==> src/rtl/core/frame_header_crc_verifier_unit_defines.svh <==
// assertion macros shared by the verifier rtl
`ifndef FRAME_HEADER_CRC_VERIFIER_UNIT_DEFINES_SVH
`define FRAME_HEADER_CRC_VERIFIER_UNIT_DEFINES_SVH

`ifndef SYNTHESIS

// expression must hold at every edge out of reset
`define FHCV_ASSERT_ALWAYS(label, clk, rst_n, expr) \
    label: assert property (@(posedge clk) disable iff (!(rst_n)) (expr)) \
        else $error("fhcv assertion failed");

// consequent must hold in the same cycle as the antecedent
`define FHCV_ASSERT_IMPLY(label, clk, rst_n, ante, cons) \
    label: assert property (@(posedge clk) disable iff (!(rst_n)) (ante) |-> (cons)) \
        else $error("fhcv assertion failed");

// consequent must hold in the cycle after the antecedent
`define FHCV_ASSERT_NEXT(label, clk, rst_n, ante, cons) \
    label: assert property (@(posedge clk) disable iff (!(rst_n)) (ante) |=> (cons)) \
        else $error("fhcv assertion failed");

`else

`define FHCV_ASSERT_ALWAYS(label, clk, rst_n, expr)
`define FHCV_ASSERT_IMPLY(label, clk, rst_n, ante, cons)
`define FHCV_ASSERT_NEXT(label, clk, rst_n, ante, cons)

`endif

`endif

==> src/rtl/core/fhcv_pkg.sv <==
package fhcv_pkg;

    localparam int HEADER_BYTES    = 40;
    localparam int MAX_FRAME_BYTES = 128;
    localparam int QUEUE_DEPTH     = 2;

    localparam logic [15:0] PROTO_VERSION = 16'd1;
    localparam logic [31:0] CRC_POLY      = 32'h82F6_3B78;
    localparam logic [31:0] CRC_INIT      = 32'hFFFF_FFFF;

    // frame type codes
    localparam logic [15:0] KIND_HELLO        = 16'd1;
    localparam logic [15:0] KIND_ACK          = 16'd2;
    localparam logic [15:0] KIND_READ         = 16'd3;
    localparam logic [15:0] KIND_WRITE        = 16'd4;
    localparam logic [15:0] KIND_MEM_RESP     = 16'd5;
    localparam logic [15:0] KIND_CNT_SNAPSHOT = 16'd6;
    localparam logic [15:0] KIND_CNT_RESP     = 16'd7;
    localparam logic [15:0] KIND_ERROR        = 16'd8;

    typedef enum logic [3:0] {
        VERDICT_OK         = 4'd0,
        VERDICT_RX_LENGTH  = 4'd1,
        VERDICT_MAGIC      = 4'd2,
        VERDICT_VERSION    = 4'd3,
        VERDICT_KIND       = 4'd4,
        VERDICT_LENGTH     = 4'd5,
        VERDICT_FLAGS      = 4'd6,
        VERDICT_RESERVED   = 4'd7,
        VERDICT_REQUEST    = 4'd8,
        VERDICT_CLIENT     = 4'd9,
        VERDICT_MISMATCH   = 4'd10,
        VERDICT_WRONG_KIND = 4'd11,
        VERDICT_CRC        = 4'd12
    } verdict_t;

    typedef enum logic [3:0] {
        FIELD_MAGIC,
        FIELD_VERSION,
        FIELD_KIND,
        FIELD_LENGTH,
        FIELD_FLAGS,
        FIELD_REQUEST,
        FIELD_CLIENT,
        FIELD_CHECKSUM,
        FIELD_RESERVED,
        FIELD_BODY
    } field_t;

    // one classified byte on its way from front to back
    typedef struct packed {
        logic [7:0] frame_byte;
        logic       last_byte;
        field_t     field;
        logic [2:0] lane;
        logic [8:0] received;
    } item_t;

    function automatic logic [31:0] crc32c_byte(input logic [31:0] crc_in,
                                                input logic [7:0]  data);
        logic [31:0] crc;
        crc = crc_in ^ {24'd0, data};
        for (int i = 0; i < 8; i++) begin
            crc = (crc >> 1) ^ (crc[0] ? CRC_POLY : 32'd0);
        end
        return crc;
    endfunction

    // "SLT2"
    function automatic logic [7:0] magic_byte(input logic [1:0] lane);
        logic [7:0] value;
        unique case (lane)
            2'd0:    value = 8'h53;
            2'd1:    value = 8'h4C;
            2'd2:    value = 8'h54;
            default: value = 8'h32;
        endcase
        return value;
    endfunction

    function automatic logic [7:0] kind_length(input logic [15:0] kind);
        logic [7:0] value;
        unique case (kind)
            KIND_HELLO:        value = 8'd72;
            KIND_ACK:          value = 8'd88;
            KIND_READ:         value = 8'd128;
            KIND_WRITE:        value = 8'd128;
            KIND_MEM_RESP:     value = 8'd128;
            KIND_CNT_SNAPSHOT: value = 8'd48;
            KIND_CNT_RESP:     value = 8'd112;
            KIND_ERROR:        value = 8'd56;
            default:           value = 8'd0;
        endcase
        return value;
    endfunction

    function automatic verdict_t judge(
        input logic [8:0]  received,
        input logic        magic_ok,
        input logic [15:0] version,
        input logic [15:0] kind,
        input logic [31:0] length,
        input logic        flags_nonzero,
        input logic        reserved_nonzero,
        input logic [63:0] request,
        input logic [63:0] client,
        input logic [31:0] received_crc,
        input logic [31:0] crc,
        input logic [3:0]  want_kind
    );
        logic [7:0] need;
        need = kind_length(kind);
        if (received < 9'(HEADER_BYTES) || received > 9'(MAX_FRAME_BYTES))
            return VERDICT_RX_LENGTH;
        if (!magic_ok)
            return VERDICT_MAGIC;
        if (version != PROTO_VERSION)
            return VERDICT_VERSION;
        if (need == 8'd0)
            return VERDICT_KIND;
        if (length != {24'd0, need} || length < 32'(HEADER_BYTES)
                || length > 32'(MAX_FRAME_BYTES))
            return VERDICT_LENGTH;
        if (flags_nonzero)
            return VERDICT_FLAGS;
        if (reserved_nonzero)
            return VERDICT_RESERVED;
        if (request == 64'd0)
            return VERDICT_REQUEST;
        if ((kind == KIND_HELLO) ? (client != 64'd0) : (client == 64'd0))
            return VERDICT_CLIENT;
        if ({23'd0, received} != length)
            return VERDICT_MISMATCH;
        if (want_kind != 4'd0 && kind != {12'd0, want_kind})
            return VERDICT_WRONG_KIND;
        if (received_crc != crc)
            return VERDICT_CRC;
        return VERDICT_OK;
    endfunction

endpackage

==> src/rtl/core/fhcv_front.sv <==
`include "frame_header_crc_verifier_unit_defines.svh"

module fhcv_front (
    input  logic              aclk,
    input  logic              aresetn,
    input  logic              s_valid,
    output logic              s_ready,
    input  logic [7:0]        s_frame_byte,
    input  logic              s_last_byte,
    output logic              push_valid,
    input  logic              push_ready,
    output fhcv_pkg::item_t   push_item
);
    import fhcv_pkg::*;

    logic [7:0] position_reg;
    logic [7:0] position_next;
    logic       accept;
    field_t     field;

    assign s_ready    = push_ready;
    assign push_valid = s_valid;
    assign accept     = s_valid && s_ready;

    always_comb begin
        if (position_reg < 8'd4)
            field = FIELD_MAGIC;
        else if (position_reg < 8'd6)
            field = FIELD_VERSION;
        else if (position_reg < 8'd8)
            field = FIELD_KIND;
        else if (position_reg < 8'd12)
            field = FIELD_LENGTH;
        else if (position_reg < 8'd16)
            field = FIELD_FLAGS;
        else if (position_reg < 8'd24)
            field = FIELD_REQUEST;
        else if (position_reg < 8'd32)
            field = FIELD_CLIENT;
        else if (position_reg < 8'd36)
            field = FIELD_CHECKSUM;
        else if (position_reg < 8'(HEADER_BYTES))
            field = FIELD_RESERVED;
        else
            field = FIELD_BODY;
    end

    // all header fields are aligned, so the low position bits give the byte lane
    always_comb begin
        push_item.frame_byte = s_frame_byte;
        push_item.last_byte  = s_last_byte;
        push_item.field      = field;
        push_item.lane       = position_reg[2:0];
        push_item.received   = {1'b0, position_reg} + 9'd1;
    end

    // saturating byte count, back to zero after the last byte
    always_comb begin
        position_next = position_reg;
        if (accept) begin
            if (s_last_byte)
                position_next = 8'd0;
            else if (position_reg != 8'hFF)
                position_next = position_reg + 8'd1;
        end
    end

    always_ff @(posedge aclk) begin
        if (!aresetn) begin
            position_reg <= 8'd0;
        end else begin
            position_reg <= position_next;
        end
    end

    `FHCV_ASSERT_NEXT(a_position_restarts, aclk, aresetn, accept && s_last_byte, position_reg == 8'd0)

endmodule

==> src/rtl/core/fhcv_queue.sv <==
`include "frame_header_crc_verifier_unit_defines.svh"

module fhcv_queue #(
    parameter int DEPTH = fhcv_pkg::QUEUE_DEPTH
) (
    input  logic              aclk,
    input  logic              aresetn,
    input  logic              push_valid,
    output logic              push_ready,
    input  fhcv_pkg::item_t   push_item,
    output logic              pop_valid,
    input  logic              pop_ready,
    output fhcv_pkg::item_t   pop_item
);
    import fhcv_pkg::*;

    localparam int PTR_W = (DEPTH > 1) ? $clog2(DEPTH) : 1;
    localparam int CNT_W = $clog2(DEPTH + 1);

    item_t              mem [DEPTH];
    logic [PTR_W-1:0]   wr_ptr_reg;
    logic [PTR_W-1:0]   wr_ptr_next;
    logic [PTR_W-1:0]   rd_ptr_reg;
    logic [PTR_W-1:0]   rd_ptr_next;
    logic [CNT_W-1:0]   count_reg;
    logic [CNT_W-1:0]   count_next;
    logic               wr_en;
    logic               rd_en;

    assign push_ready = (count_reg != CNT_W'(DEPTH));
    assign pop_valid  = (count_reg != '0);
    assign pop_item   = mem[rd_ptr_reg];
    assign wr_en      = push_valid && push_ready;
    assign rd_en      = pop_valid && pop_ready;

    assign wr_ptr_next = (wr_ptr_reg == PTR_W'(DEPTH - 1)) ? '0 : wr_ptr_reg + 1'b1;
    assign rd_ptr_next = (rd_ptr_reg == PTR_W'(DEPTH - 1)) ? '0 : rd_ptr_reg + 1'b1;

    always_comb begin
        case ({wr_en, rd_en})
            2'b10:   count_next = count_reg + 1'b1;
            2'b01:   count_next = count_reg - 1'b1;
            default: count_next = count_reg;
        endcase
    end

    always_ff @(posedge aclk) begin
        if (wr_en) begin
            mem[wr_ptr_reg] <= push_item;
        end
    end

    always_ff @(posedge aclk) begin
        if (!aresetn) begin
            wr_ptr_reg <= '0;
            rd_ptr_reg <= '0;
            count_reg  <= '0;
        end else begin
            if (wr_en)
                wr_ptr_reg <= wr_ptr_next;
            if (rd_en)
                rd_ptr_reg <= rd_ptr_next;
            count_reg <= count_next;
        end
    end

    `FHCV_ASSERT_ALWAYS(a_count_in_range, aclk, aresetn, count_reg <= CNT_W'(DEPTH))
    `FHCV_ASSERT_NEXT(a_count_grows, aclk, aresetn, wr_en && !rd_en, count_reg == $past(count_reg) + 1'b1)

endmodule

==> src/rtl/core/fhcv_back.sv <==
`include "frame_header_crc_verifier_unit_defines.svh"

module fhcv_back (
    input  logic              aclk,
    input  logic              aresetn,
    input  logic [3:0]        want_kind,
    input  logic              pop_valid,
    output logic              pop_ready,
    input  fhcv_pkg::item_t   pop_item,
    output logic              m_valid,
    input  logic              m_ready,
    output logic [3:0]        m_verdict,
    output logic [15:0]       m_frame_kind,
    output logic [31:0]       m_header_length,
    output logic [63:0]       m_request_tag,
    output logic [63:0]       m_client_tag
);
    import fhcv_pkg::*;

    logic [31:0] crc_reg,          crc_next;
    logic        magic_ok_reg,     magic_ok_next;
    logic [15:0] version_reg,      version_next;
    logic [15:0] kind_reg,         kind_next;
    logic [31:0] length_reg,       length_next;
    logic        flags_nz_reg,     flags_nz_next;
    logic        reserved_nz_reg,  reserved_nz_next;
    logic [63:0] request_reg,      request_next;
    logic [63:0] client_reg,       client_next;
    logic [31:0] rx_crc_reg,       rx_crc_next;

    logic        out_valid_reg;
    verdict_t    out_verdict_reg;
    logic [15:0] out_kind_reg;
    logic [31:0] out_length_reg;
    logic [63:0] out_request_reg;
    logic [63:0] out_client_reg;

    logic        out_free;
    logic        pop;
    logic        pop_last;
    logic [7:0]  b;
    logic [5:0]  shift;
    logic [7:0]  crc_data;
    verdict_t    verdict;

    assign out_free  = !out_valid_reg || m_ready;
    // a last byte waits until the result register can take its verdict
    assign pop_ready = !pop_item.last_byte || out_free;
    assign pop       = pop_valid && pop_ready;
    assign pop_last  = pop && pop_item.last_byte;

    assign b        = pop_item.frame_byte;
    assign shift    = {pop_item.lane, 3'b000};
    // checksum bytes enter the crc as zero
    assign crc_data = (pop_item.field == FIELD_CHECKSUM) ? 8'd0 : b;

    always_comb begin
        crc_next         = crc32c_byte(crc_reg, crc_data);
        magic_ok_next    = magic_ok_reg;
        version_next     = version_reg;
        kind_next        = kind_reg;
        length_next      = length_reg;
        flags_nz_next    = flags_nz_reg;
        reserved_nz_next = reserved_nz_reg;
        request_next     = request_reg;
        client_next      = client_reg;
        rx_crc_next      = rx_crc_reg;
        unique case (pop_item.field)
            FIELD_MAGIC:
                if (b != magic_byte(pop_item.lane[1:0]))
                    magic_ok_next = 1'b0;
            FIELD_VERSION:
                version_next = version_reg | ({8'd0, b} << {pop_item.lane[0], 3'b000});
            FIELD_KIND:
                kind_next = kind_reg | ({8'd0, b} << {pop_item.lane[0], 3'b000});
            FIELD_LENGTH:
                length_next = length_reg | ({24'd0, b} << {pop_item.lane[1:0], 3'b000});
            FIELD_FLAGS:
                if (b != 8'd0)
                    flags_nz_next = 1'b1;
            FIELD_REQUEST:
                request_next = request_reg | ({56'd0, b} << shift);
            FIELD_CLIENT:
                client_next = client_reg | ({56'd0, b} << shift);
            FIELD_CHECKSUM:
                rx_crc_next = rx_crc_reg | ({24'd0, b} << {pop_item.lane[1:0], 3'b000});
            FIELD_RESERVED:
                if (b != 8'd0)
                    reserved_nz_next = 1'b1;
            default: ;
        endcase
    end

    assign verdict = judge(pop_item.received, magic_ok_next, version_next, kind_next,
                           length_next, flags_nz_next, reserved_nz_next, request_next,
                           client_next, rx_crc_next, crc_next, want_kind);

    always_ff @(posedge aclk) begin
        if (!aresetn) begin
            crc_reg         <= CRC_INIT;
            magic_ok_reg    <= 1'b1;
            version_reg     <= '0;
            kind_reg        <= '0;
            length_reg      <= '0;
            flags_nz_reg    <= 1'b0;
            reserved_nz_reg <= 1'b0;
            request_reg     <= '0;
            client_reg      <= '0;
            rx_crc_reg      <= '0;
        end else if (pop_last) begin
            crc_reg         <= CRC_INIT;
            magic_ok_reg    <= 1'b1;
            version_reg     <= '0;
            kind_reg        <= '0;
            length_reg      <= '0;
            flags_nz_reg    <= 1'b0;
            reserved_nz_reg <= 1'b0;
            request_reg     <= '0;
            client_reg      <= '0;
            rx_crc_reg      <= '0;
        end else if (pop) begin
            crc_reg         <= crc_next;
            magic_ok_reg    <= magic_ok_next;
            version_reg     <= version_next;
            kind_reg        <= kind_next;
            length_reg      <= length_next;
            flags_nz_reg    <= flags_nz_next;
            reserved_nz_reg <= reserved_nz_next;
            request_reg     <= request_next;
            client_reg      <= client_next;
            rx_crc_reg      <= rx_crc_next;
        end
    end

    always_ff @(posedge aclk) begin
        if (!aresetn) begin
            out_valid_reg <= 1'b0;
        end else if (pop_last) begin
            out_valid_reg <= 1'b1;
        end else if (m_ready) begin
            out_valid_reg <= 1'b0;
        end
    end

    always_ff @(posedge aclk) begin
        if (pop_last) begin
            out_verdict_reg <= verdict;
            out_kind_reg    <= kind_next;
            out_length_reg  <= length_next;
            out_request_reg <= request_next;
            out_client_reg  <= client_next;
        end
    end

    assign m_valid         = out_valid_reg;
    assign m_verdict       = out_verdict_reg;
    assign m_frame_kind    = out_kind_reg;
    assign m_header_length = out_length_reg;
    assign m_request_tag   = out_request_reg;
    assign m_client_tag    = out_client_reg;

    `FHCV_ASSERT_IMPLY(a_result_from_last, aclk, aresetn, $rose(out_valid_reg), $past(pop_last))

endmodule

==> src/rtl/core/frame_header_crc_verifier_unit.sv <==
// channel   | direction | handshake               | payload
// ----------+-----------+-------------------------+------------------------------------------
// s_        | in        | s_valid / s_ready       | s_frame_byte, s_last_byte
// m_        | out       | m_valid / m_ready       | m_verdict, m_frame_kind, m_header_length,
//           |           |                         | m_request_tag, m_client_tag
// cfg_      | in        | cfg_valid / cfg_ready   | cfg_data (required frame type)
//
// one byte per cycle unless a held result stalls; back-end bytewise crc32c sets that rate
// each last byte passes the byte queue before its verdict is registered in the result register
// a byte queue of QUEUE_DEPTH entries parts the byte counter from crc and field capture
// a held result stalls the next last byte and bytes behind it; earlier ones keep flowing
// reset is synchronous and clears the type filter to zero; cfg_ready is always high
`include "frame_header_crc_verifier_unit_defines.svh"

module frame_header_crc_verifier_unit #(
    parameter int QUEUE_DEPTH = fhcv_pkg::QUEUE_DEPTH
) (
    input  logic        aclk,
    input  logic        aresetn,
    input  logic        s_valid,
    output logic        s_ready,
    input  logic [7:0]  s_frame_byte,
    input  logic        s_last_byte,
    output logic        m_valid,
    input  logic        m_ready,
    output logic [3:0]  m_verdict,
    output logic [15:0] m_frame_kind,
    output logic [31:0] m_header_length,
    output logic [63:0] m_request_tag,
    output logic [63:0] m_client_tag,
    input  logic        cfg_valid,
    output logic        cfg_ready,
    input  logic [3:0]  cfg_data
);
    import fhcv_pkg::*;

    logic [3:0] want_kind_reg;
    logic       push_valid;
    logic       push_ready;
    item_t      push_item;
    logic       pop_valid;
    logic       pop_ready;
    item_t      pop_item;

    assign cfg_ready = 1'b1;

    always_ff @(posedge aclk) begin
        if (!aresetn) begin
            want_kind_reg <= 4'd0;
        end else if (cfg_valid && cfg_ready) begin
            want_kind_reg <= cfg_data;
        end
    end

    fhcv_front u_front (
        .aclk         (aclk),
        .aresetn      (aresetn),
        .s_valid      (s_valid),
        .s_ready      (s_ready),
        .s_frame_byte (s_frame_byte),
        .s_last_byte  (s_last_byte),
        .push_valid   (push_valid),
        .push_ready   (push_ready),
        .push_item    (push_item)
    );

    fhcv_queue #(
        .DEPTH (QUEUE_DEPTH)
    ) u_queue (
        .aclk       (aclk),
        .aresetn    (aresetn),
        .push_valid (push_valid),
        .push_ready (push_ready),
        .push_item  (push_item),
        .pop_valid  (pop_valid),
        .pop_ready  (pop_ready),
        .pop_item   (pop_item)
    );

    fhcv_back u_back (
        .aclk            (aclk),
        .aresetn         (aresetn),
        .want_kind       (want_kind_reg),
        .pop_valid       (pop_valid),
        .pop_ready       (pop_ready),
        .pop_item        (pop_item),
        .m_valid         (m_valid),
        .m_ready         (m_ready),
        .m_verdict       (m_verdict),
        .m_frame_kind    (m_frame_kind),
        .m_header_length (m_header_length),
        .m_request_tag   (m_request_tag),
        .m_client_tag    (m_client_tag)
    );

endmodule

==> config.mk <==
export PLATFORM = sky130hd
export DESIGN_NAME = frame_header_crc_verifier_unit
export DESIGN_NICKNAME = d
export VERILOG_FILES = /design/src/rtl/core/fhcv_pkg.sv /design/src/rtl/core/fhcv_front.sv /design/src/rtl/core/fhcv_queue.sv /design/src/rtl/core/fhcv_back.sv /design/src/rtl/core/frame_header_crc_verifier_unit.sv
export VERILOG_INCLUDE_DIRS = /design/src /design/src/rtl/core
export SDC_FILE = /design/constraint.sdc
export NUM_CORES = 1
export LEC_CHECK = 0
export BUFFER_PORTS_ARGS = -buffer_cell sky130_fd_sc_hd__buf_2
export CORE_UTILIZATION = 40
export CTS_CLUSTER_DIAMETER = 200
export CTS_CLUSTER_SIZE = 8
export DETAILED_ROUTE_END_ITERATION = 16
export HOLD_SLACK_MARGIN = 0.05
export PLACE_DENSITY = 0.64
export SLEW_MARGIN = 20
export SYNTH_ARGS = -nofsm -noshare
export SYNTH_HDL_FRONTEND = slang
export SYNTH_HIERARCHICAL = 1
export SYNTH_SLANG_ARGS = --single-unit
==> constraint.sdc <==
create_clock -name aclk -period 7.2 [get_ports aclk]
set_clock_uncertainty 0.2 [all_clocks]
set_input_delay 0.36 -clock aclk [delete_from_list [all_inputs] [get_ports aclk]]
set_output_delay 0.36 -clock aclk [all_outputs]
set_load 0.01 [all_outputs]
==> flow_metrics.py, run 1 <==
metrics = {
    "finish": {
        "num_antenna_cells": 0,
        "drive_gt1_frac": 0.178,
        "n_fill_cell": 4796,
        "final_util": 0.476,
        "final_cells": 2817,
        "area_delta_synth_final_pct": 17.2,
        "nets": 2095,
    },
    "drt": {
        "vias": 15943,
        "wirelength_mm": 61.7,
        "wl_per_cell_um": 21.9,
        "drtPass1Iterations": 5,
        "drt_iter0_markers": 1502,
        "ant_nets": 0,
        "viasPerCell": 5.66,
        "drc": 0,
    },
    "setup_path": {
        "cp.arrival_ps": 5640,
        "critPathMaxStageDelay_ps": 780,
        "crit_slowest_cell": "o41ai_1",
        "worst-setup-path-type": "register to register",
        "cp-end-kind": "register",
        "reg2reg_depth": 12,
        "crit_path_start_kind": "register",
        "reg2reg_to": "u_back/m_verdict[2]",
        "required_ps": 7440,
        "crit_chain": "buf_4 -> mux2_2 -> clkinv_1 -> nor2_1 -> a221oi_1 -> o41ai_1 -> nand4_1 -> nor4_1 -> nor2b_1 -> nand3_1 -> a41o_1 -> a21boi_0",
        "crit_fanout": 45,
        "r2r_slack_ps": 1800,
    },
    "logic_synthesis": {
        "synth_seq_cells": 507,
        "synth_area_leader_cell": "edfxtp_1",
        "yosysMostFrequentCell": "dfxtp_1",
        "synthTopCellsByArea": "edfxtp_1 31%, dfxtp_1 25%, o211a_1 5.7%",
        "synth-edff-count": 230,
        "yosys_warnings": 6,
        "mappedNetlistNets": 1939,
        "synth_top_area_share": 0.315,
        "synthCells": 1912,
        "synth_cell_types": 80,
        "syn_avg_cell_area_sq_um": 11.5,
        "ys.flop_type": "dfxtp_1",
        "netlist_area_sq_um": 21900,
        "async_flop_share": 0,
        "ys_seq_area_frac": 0.568,
        "ys_top_cells_by_count": "277 x dfxtp_1, 230 x edfxtp_1, 154 x a21o_1",
    },
    "timing": {
        "relSlewSlack": 0.297,
        "clock.fmax_mhz": 185,
        "whs_ps": 262,
        "tightestPinTransition_ps": 1050,
        "setup_slack_ps": 1800,
        "finalCritPeriodShare": 0.751,
        "fin_crit_ps": 5400,
        "finalSetupViolCount": 0,
        "final.setup.tns_ps": 0,
        "rsz0062_at_grt": "false",
        "maxSlewViolCount": 0,
        "final-hold-violation-count": 0,
    },
    "power_and_ir_drop": {
        "vdd_drop_max_mv": 0.310,
        "leakage_nw": 12.4,
        "power_density_nw_per_um2": 443,
    },
    "global_routing": {
        "grt.total_usage": 0.218,
        "grt_pass1_vias": 15343,
        "gr-total-overflow": 0,
        "antenna_found_initial": 0,
        "grt_start_max_net_pins": 158,
        "grt_first_pass_wirelength_mm": 93.1,
    },
    "cts": {
        "cts_resized": 0,
        "clk_path_buf_depth": 3,
        "cts_tree": "built",
        "clock-root-buffer": "clkbuf_16",
        "cts_inserted_buffers": 73,
        "clk_latency_ps": 610,
        "cts.clk_slew.worst_paths_ps": 50,
        "clkSinkCount": 507,
        "htreeDepth": 3,
    },
    "die": {
        "die_h_um": 236,
        "rows": 85,
        "core_area_sq_um": 54000,
        "initial_core_util": 0.406,
        "die_area_sq_um": 55800,
        "io_pins": 201,
        "die_w_um": 236,
    },
    "place": {
        "place_congestion": 0.857,
        "dp_hpwl_mm": 40.4,
        "place_ws_ps": 2070,
        "numPortBuffers": 199,
        "place_inst": 2663,
    },
    "min_path": {
        "worst_hold_path_type": "register to register",
        "holdPathStages": 2,
        "min_to": "u_back/version_reg[10]",
        "hp-start": "u_back/version_reg[10]",
    },
    "run": {
        "max_cap_viol_count": 0,
    },
    "outcome": {
        "status": "completed",
    },
}
==> layer usage <==
| layer | routed length, um | track usage | vias to the layer above |
|---|---|---|---|
| met3 | 4160 | 0.0432 | 112 |
| met4 | 1700 | 0.0722 | 0 |
| li1 | - | - | 7363 |
| met5 | 0 | 0 | - |
| met1 | 26700 | 0.295 | 7870 |
| met2 | 29200 | 0.349 | 598 |
==> kinds of logic after synthesis <==
| family | share of synthesized area |
|---|---|
| flip-flops | 0.568 |
| multiplexers | 0.0194 |
| XOR/XNOR | 0.0742 |
| adder cells (fa/ha/maj) | 0.00513 |
| buffers and inverters | 0.0374 |
| other | 0.000171 |
| AND/OR/NAND/NOR | 0.102 |
| AO/OA/AOI/OAI | 0.194 |
==> through the flow <==
stage	total power [mW]	area [sq um]
after global routing	11.9	25700
after CTS	11.4	25700
after detailed placement	8.21	23300
after global placement	8.17	23300
final	11.4	25700
after floorplan	7.04	21900
==> placed cells by master, fill, tap and decap left out, types with 26 or more instances in the layout <==
master / Yosys / layout
xnor2_1: 76 / 76
dfxtp_1: 277 / 277
clkbuf_1: 137 / 47
o21ai_0: 26 / 26
nor4_1: 57 / 57
nand2_1: 72 / 71
o211ai_1: 36 / 36
clkbuf_16: 0 / 75
o211a_1: 126 / 126
a21o_1: 154 / 154
edfxtp_1: 230 / 230
and2_1: 28 / 27
buf_2: 8 / 199
dlygate4sd3_1: 0 / 26
mux2_2: 26 / 26
nor2b_1: 28 / 27
inv_1: 26 / 26
xor2_1: 42 / 42
a21oi_1: 149 / 149
nor2_1: 148 / 145
==> area by class of cell <==
type	count	area (sq um)	area share
well taps	696	871	0.0339
clock inverters	6	80.1	0.00311
multi-input cells	1209	8700	0.338
flip-flops and latches	507	12500	0.484
clock buffers	122	2050	0.0799
repair buffers	248	1440	0.0561
inverters	29	109	0.00423
==> timing repair <==
item | 4_1_cts | 5_1_grt
hold endpoints to repair | 36 | 0
setup buffers | 0 | 0
hold buffers | 26 | 0
==> report_power, final <==
group	switching, mW	total [mW]	leakage, nW	internal (mW)
Clock	1.24	3.18	1.01	1.94
Sequential	0.180	3.68	4.43	3.50
Combinational	2.81	4.52	6.99	1.71
Total	4.24	11.4	12.4	7.15
==> worst max path at each step <==
stage                         from               endpoint  depth (start not counted)
final                     register    u_back/m_verdict[2]                         12
after global routing      register    u_back/m_verdict[0]                         12
after CTS                 register    u_back/m_verdict[2]                         12
after detailed placement  register    u_back/m_verdict[2]                         12
after global placement    register    u_back/m_verdict[2]                         12
after floorplan           register  u_back/client_reg[48]                          9
==> worst max-delay path: cells and delay by family, from the launching register on <==
family | cells | cell delay [ps]
DFF | 1 | 340
AOI/OAI and AO/OA | 4 | 1310
muxes | 1 | 760
and+or+nand+nor | 5 | 1780
buffers and inverters | 2 | 820
No activity file was read; power rests on OpenSTA's default activity.
==> run 2, diff against run 1 <==
Settings changed: PLACE_DENSITY 0.64 to 0.61.
Clock period 7.2 ns to 5.4 ns, I/O delays scaled along.
==> flow_metrics.py, run 2 (synthesis gave the netlist of run 1 again) <==
metrics = {
    "power_and_ir_drop": {
        "p_sw_mw": 5.76,
        "vdd_drop_max_mv": 0.447,
        "pwr-share-seq": 0.319,
        "switching_share": 0.376,
        "p_clk_frac": 0.275,
        "p_int_mw": 9.58,
        "power_frac_comb": 0.406,
        "power_density_nw_per_um2": 593,
        "leakage_nw": 12.6,
        "p_total_mw": 15.3,
    },
    "setup_path": {
        "crit_chain": "buf_4 -> mux2_2 -> nor3_1 -> a31o_2 -> a31oi_1 -> o41ai_1 -> nand4_1 -> nor4_1 -> nor2b_1 -> nand3_1 -> a41o_1 -> a21boi_0",
        "r2r_slack_ps": 670,
        "crit_slowest_cell": "o41ai_1",
        "cp.arrival_ps": 4980,
        "worst-setup-path-type": "register to register",
        "critPathMaxStageDelay_ps": 640,
        "critical_path_depth": 12,
        "crit_end": "u_back/m_verdict[2]",
        "crit_path_start_kind": "register",
        "crit_family": "simple AND/OR/NAND/NOR gates",
        "cp.buffers_inverters": 1,
        "reg2reg_depth": 12,
        "required_ps": 5650,
        "crit_fanout": 25,
        "cp-end-kind": "register",
        "reg2reg_to": "u_back/m_verdict[2]",
    },
    "place": {
        "numPortBuffers": 199,
        "place_congestion": 0.898,
        "place_inst": 2689,
        "dp_hpwl_mm": 42.0,
    },
    "finish": {
        "regArea_sq_um": 12500,
        "num_antenna_cells": 0,
        "area_delta_synth_final_pct": 18.0,
        "n_fill_cell": 4929,
        "drive_gt1_frac": 0.188,
        "layout_common_cells": "277 x dfxtp_1, 230 x edfxtp_1, 199 x buf_2",
        "multi_input_area_sq_um": 8700,
        "final_cells": 2844,
        "final_util": 0.479,
        "layout_commonest_cell": "dfxtp_1",
        "nets": 2122,
    },
    "cts": {
        "clock-root-buffer": "clkbuf_16",
        "cts_resized": 0,
        "cts.clk_slew.worst_paths_ps": 60,
        "clk_path_buf_depth": 3,
        "clkSinkCount": 507,
        "cts_tree": "built",
        "cts_inserted_buffers": 73,
        "clk_latency_ps": 610,
        "htreeDepth": 3,
    },
    "drt": {
        "drt_iter0_markers": 1527,
        "ant_nets": 0,
        "vias": 16051,
        "drc": 0,
        "wl_per_cell_um": 22.4,
        "viasPerCell": 5.64,
        "drtPass1Iterations": 5,
        "wirelength_mm": 63.6,
    },
    "die": {
        "die_h_um": 236,
        "die_w_um": 236,
        "die_area_sq_um": 55800,
        "initial_core_util": 0.406,
        "core_area_sq_um": 54000,
        "io_pins": 201,
        "rows": 85,
    },
    "timing": {
        "final-hold-violation-count": 0,
        "tightestPinTransition_ps": 1130,
        "relSlewSlack": 0.247,
        "finalSetupViolCount": 0,
        "finalCritPeriodShare": 0.876,
        "final.setup.tns_ps": 0,
        "rsz0062_at_grt": "false",
        "clock.fmax_mhz": 211,
        "maxSlewViolCount": 0,
        "fin_crit_ps": 4730,
    },
    "global_routing": {
        "use_met1": 0.301,
        "grtUsageMet2": 0.364,
        "met3_usage": 0.0502,
        "grt_start_max_net_pins": 129,
        "top_usage_layer": "met2",
        "antenna_found_initial": 0,
        "gr-total-overflow": 0,
        "grt_pass1_vias": 15456,
        "grt_first_pass_wirelength_mm": 95.3,
        "grt.total_usage": 0.225,
    },
    "min_path": {
        "worst_hold_path_type": "input pin to register",
        "holdPathStages": 2,
    },
    "run": {
        "max_cap_viol_count": 0,
    },
    "outcome": {
        "status": "completed",
    },
}
-- run 2: cell count changes in the layout (fill, tap and decap cells not counted), sizes merged --
cell and change:
clkinv -1, inv +2, clkbuf -1, buf +27
-- run 2: how the worst min path moves through the flow --
stage | from | slack [ps] | end
2_1_floorplan | aresetn | 190 | u_back/m_valid
3_3_place_gp | u_back/version_reg[8] | 240 | u_back/version_reg[8]
3_5_place_dp | u_back/magic_ok_reg | 250 | u_back/magic_ok_reg
4_1_cts | s_frame_byte[6] | 160 | u_queue/mem[0][23]
5_1_grt | s_frame_byte[6] | 170 | u_queue/mem[0][23]
6_report | s_frame_byte[6] | 200 | u_queue/mem[1][23]
-- run 2: stage by stage --
stage | setup WS (ps) | hold slack, ps | cell area, sq um
after floorplan | 779 | 188 | 21900
after global placement | 776 | 240 | 23500
after detailed placement | 758 | 249 | 23500
after CTS | 751 | 163 | 25900
final | 668 | 196 | 25900
after global routing | 437 | 169 | 25900
-- run 2: area by class of cell --
cell class              count  area share
multi-input cells        1209       0.336
repair buffers            275      0.0640
flip-flops and latches    507       0.481
inverters                  29     0.00420
clock inverters             7     0.00304
well taps                 696      0.0336
clock buffers             121      0.0783
-- run 2: routing by layer --
metal | up-vias | routed length [um]
met5 | - | 0
met3 | 94 | 4000
li1 | 7422 | -
met1 | 7990 | 27800
met2 | 545 | 30200
met4 | 0 | 1560
-- run 2: power by group through the flow --
stage | Combinational (mW) | Clock (mW) | Sequential (mW)
global route | 6.67 | 4.48 | 4.94
CTS | 6.20 | 4.31 | 4.91
finish | 6.23 | 4.22 | 4.90
global placement | 6.09 | 0 | 4.98
floorplan | 4.22 | 0 | 5.12
detailed placement | 6.14 | 0 | 4.97
-- run 2: worst register-to-register path: stages, from the launching register on --
cell and delay [ps]:
dfxtp_1 300, buf_4 320, mux2_2 600, nor3_1 410
a31o_2 210, a31oi_1 40, o41ai_1 640, nand4_1 440
nor4_1 590, nor2b_1 230, nand3_1 190, a41o_1 260
a21boi_0 160
-- run 2: what timing repair did --
action	4_1_cts	5_1_grt
hold buffers	26	0
endpoints found under the hold margin	36	0
endpoints found under the setup margin	0	0
buffers inserted	0	0
==> run 3, diff against run 2 <==
Settings changed: CORE_UTILIZATION 40 to 59, PLACE_DENSITY 0.61 to 0.83.
==> flow_metrics.py, run 3 (synthesis gave the netlist of run 1 again) <==
metrics = {
    "power_and_ir_drop": {
        "pwr-share-seq": 0.320,
        "power_density_nw_per_um2": 599,
        "switching_share": 0.373,
        "p_int_mw": 9.62,
        "vdd_drop_max_mv": 0.395,
        "p_clk_frac": 0.277,
        "leakage_nw": 12.5,
        "power_frac_comb": 0.403,
        "p_sw_mw": 5.72,
        "p_total_mw": 15.3,
    },
    "cts": {
        "cts_inserted_buffers": 73,
        "clock-root-buffer": "clkbuf_16",
        "clk_latency_ps": 590,
        "cts_resized": 0,
        "clk_path_buf_depth": 3,
        "htreeDepth": 3,
        "clkSinkCount": 507,
        "cts.clk_slew.worst_paths_ps": 50,
        "cts_tree": "built",
        "post-cts-setup-buffers": 0,
        "hold_buffers": 26,
    },
    "finish": {
        "nets": 2112,
        "num_antenna_cells": 0,
        "final_area_sq_um": 25600,
        "drive_gt1_frac": 0.184,
        "area_delta_synth_final_pct": 16.7,
        "layout_commonest_cell": "dfxtp_1",
        "layout_common_cells": "277 x dfxtp_1, 230 x edfxtp_1, 199 x buf_2",
    },
    "timing": {
        "fin_crit_ps": 4750,
        "clock.fmax_mhz": 211,
        "tightestPinTransition_ps": 1070,
        "finalSetupViolCount": 0,
        "relSlewSlack": 0.283,
        "finalCritPeriodShare": 0.879,
        "setup_slack_ps": 654,
        "maxSlewViolCount": 0,
        "final.setup.tns_ps": 0,
        "final-hold-violation-count": 0,
        "rsz0062_at_grt": "false",
    },
    "die": {
        "initial_core_util": 0.599,
        "die_w_um": 195,
        "die_area_sq_um": 38000,
        "rows": 70,
        "die_h_um": 195,
        "io_pins": 201,
        "core_area_sq_um": 36600,
    },
    "drt": {
        "vias": 16422,
        "wl_met1_mm": 24.2,
        "top_layer": "met4",
        "met3_length_mm": 5.18,
        "ant_nets": 0,
        "viasPerCell": 6.30,
        "drc": 0,
        "wirelength_mm": 61.2,
        "drtPass1Iterations": 6,
        "dr_wl_met2_mm": 29.5,
        "drt_iter0_markers": 1560,
        "wl_per_cell_um": 23.5,
    },
    "place": {
        "dpl-instance-area_sq_um": 23200,
        "place_ws_ps": 668,
        "place_congestion": 0.889,
        "dp_hpwl_mm": 38.5,
        "numPortBuffers": 199,
    },
    "setup_path": {
        "cp-end-kind": "register",
        "worst-setup-path-type": "register to register",
        "cp.arrival_ps": 4890,
        "crit_path_start_kind": "register",
        "required_ps": 5540,
        "crit_fanout": 12,
    },
    "run": {
        "max_cap_viol_count": 0,
    },
    "global_routing": {
        "grt_first_pass_wirelength_mm": 92.9,
        "grt_pass1_vias": 16030,
        "antenna_found_initial": 0,
        "grt_start_max_net_pins": 158,
        "grt.total_usage": 0.320,
        "gr-total-overflow": 0,
    },
    "outcome": {
        "status": "completed",
    },
    "min_path": {
        "worst_hold_path_type": "input pin to register",
    },
}
==> run 3: layer usage <==
metal,vias to the layer above,global-route usage
met1,8059,0.411
met5,-,0
li1,7395,-
met4,0,0.142
met2,820,0.528
met3,148,0.0630
==> run 3: power groups by stage <==
stage | combinational [mW] | clock [mW] | sequential [mW]
3_5_place_dp | 6.03 | 0 | 4.97
4_1_cts | 6.09 | 4.29 | 4.90
3_3_place_gp | 5.97 | 0 | 4.96
2_1_floorplan | 4.22 | 0 | 5.12
5_1_grt | 6.56 | 4.45 | 4.95
6_report | 6.18 | 4.25 | 4.91
==> run 3: final timing paths <==
path / startpoint / end / slack [ps] / depth (start not counted)
max: register / u_back/m_verdict[3] / 650 / 11
min: s_frame_byte[4] / u_queue/mem[1][21] / 220 / 2
max reg2reg: register / u_back/m_verdict[3] / 650 / 11
min reg2reg: u_back/rx_crc_reg[15] / u_back/rx_crc_reg[15] / 270 / 2
==> run 3: worst max-delay path, stage by stage, from the launching register on <==
cell and delay (ps):
dfxtp_1 440, buf_4 250, mux2_2 440, nand4b_4 320, nand2_1 240, xor2_4 390, xnor3_2 550, xnor3_1 390
or4_1 580, nor4_2 300, nand4_1 150, o211a_1 250
==> run 3: area by class of cell <==
| class | instances | area, sq um |
|---|---|---|
| clock buffers | 124 | 2060 |
| clock inverters | 5 | 80.1 |
| repair buffers | 265 | 1610 |
| inverters | 29 | 109 |
| fillers | 2517 | 11000 |
| multi-input cells | 1209 | 8700 |
| well taps | 468 | 586 |
| flip-flops and latches | 507 | 12500 |
==> run 3: stage by stage <==
stage | cells | hold WS (ps) | util
2_1_floorplan | 1912 | 188 | -
3_5_place_dp | 2450 | 251 | 0.632
3_3_place_gp | 2450 | 240 | 0.632
5_1_grt | 2607 | 225 | 0.699
6_report | 2607 | 220 | 0.699
4_1_cts | 2605 | 205 | 0.698
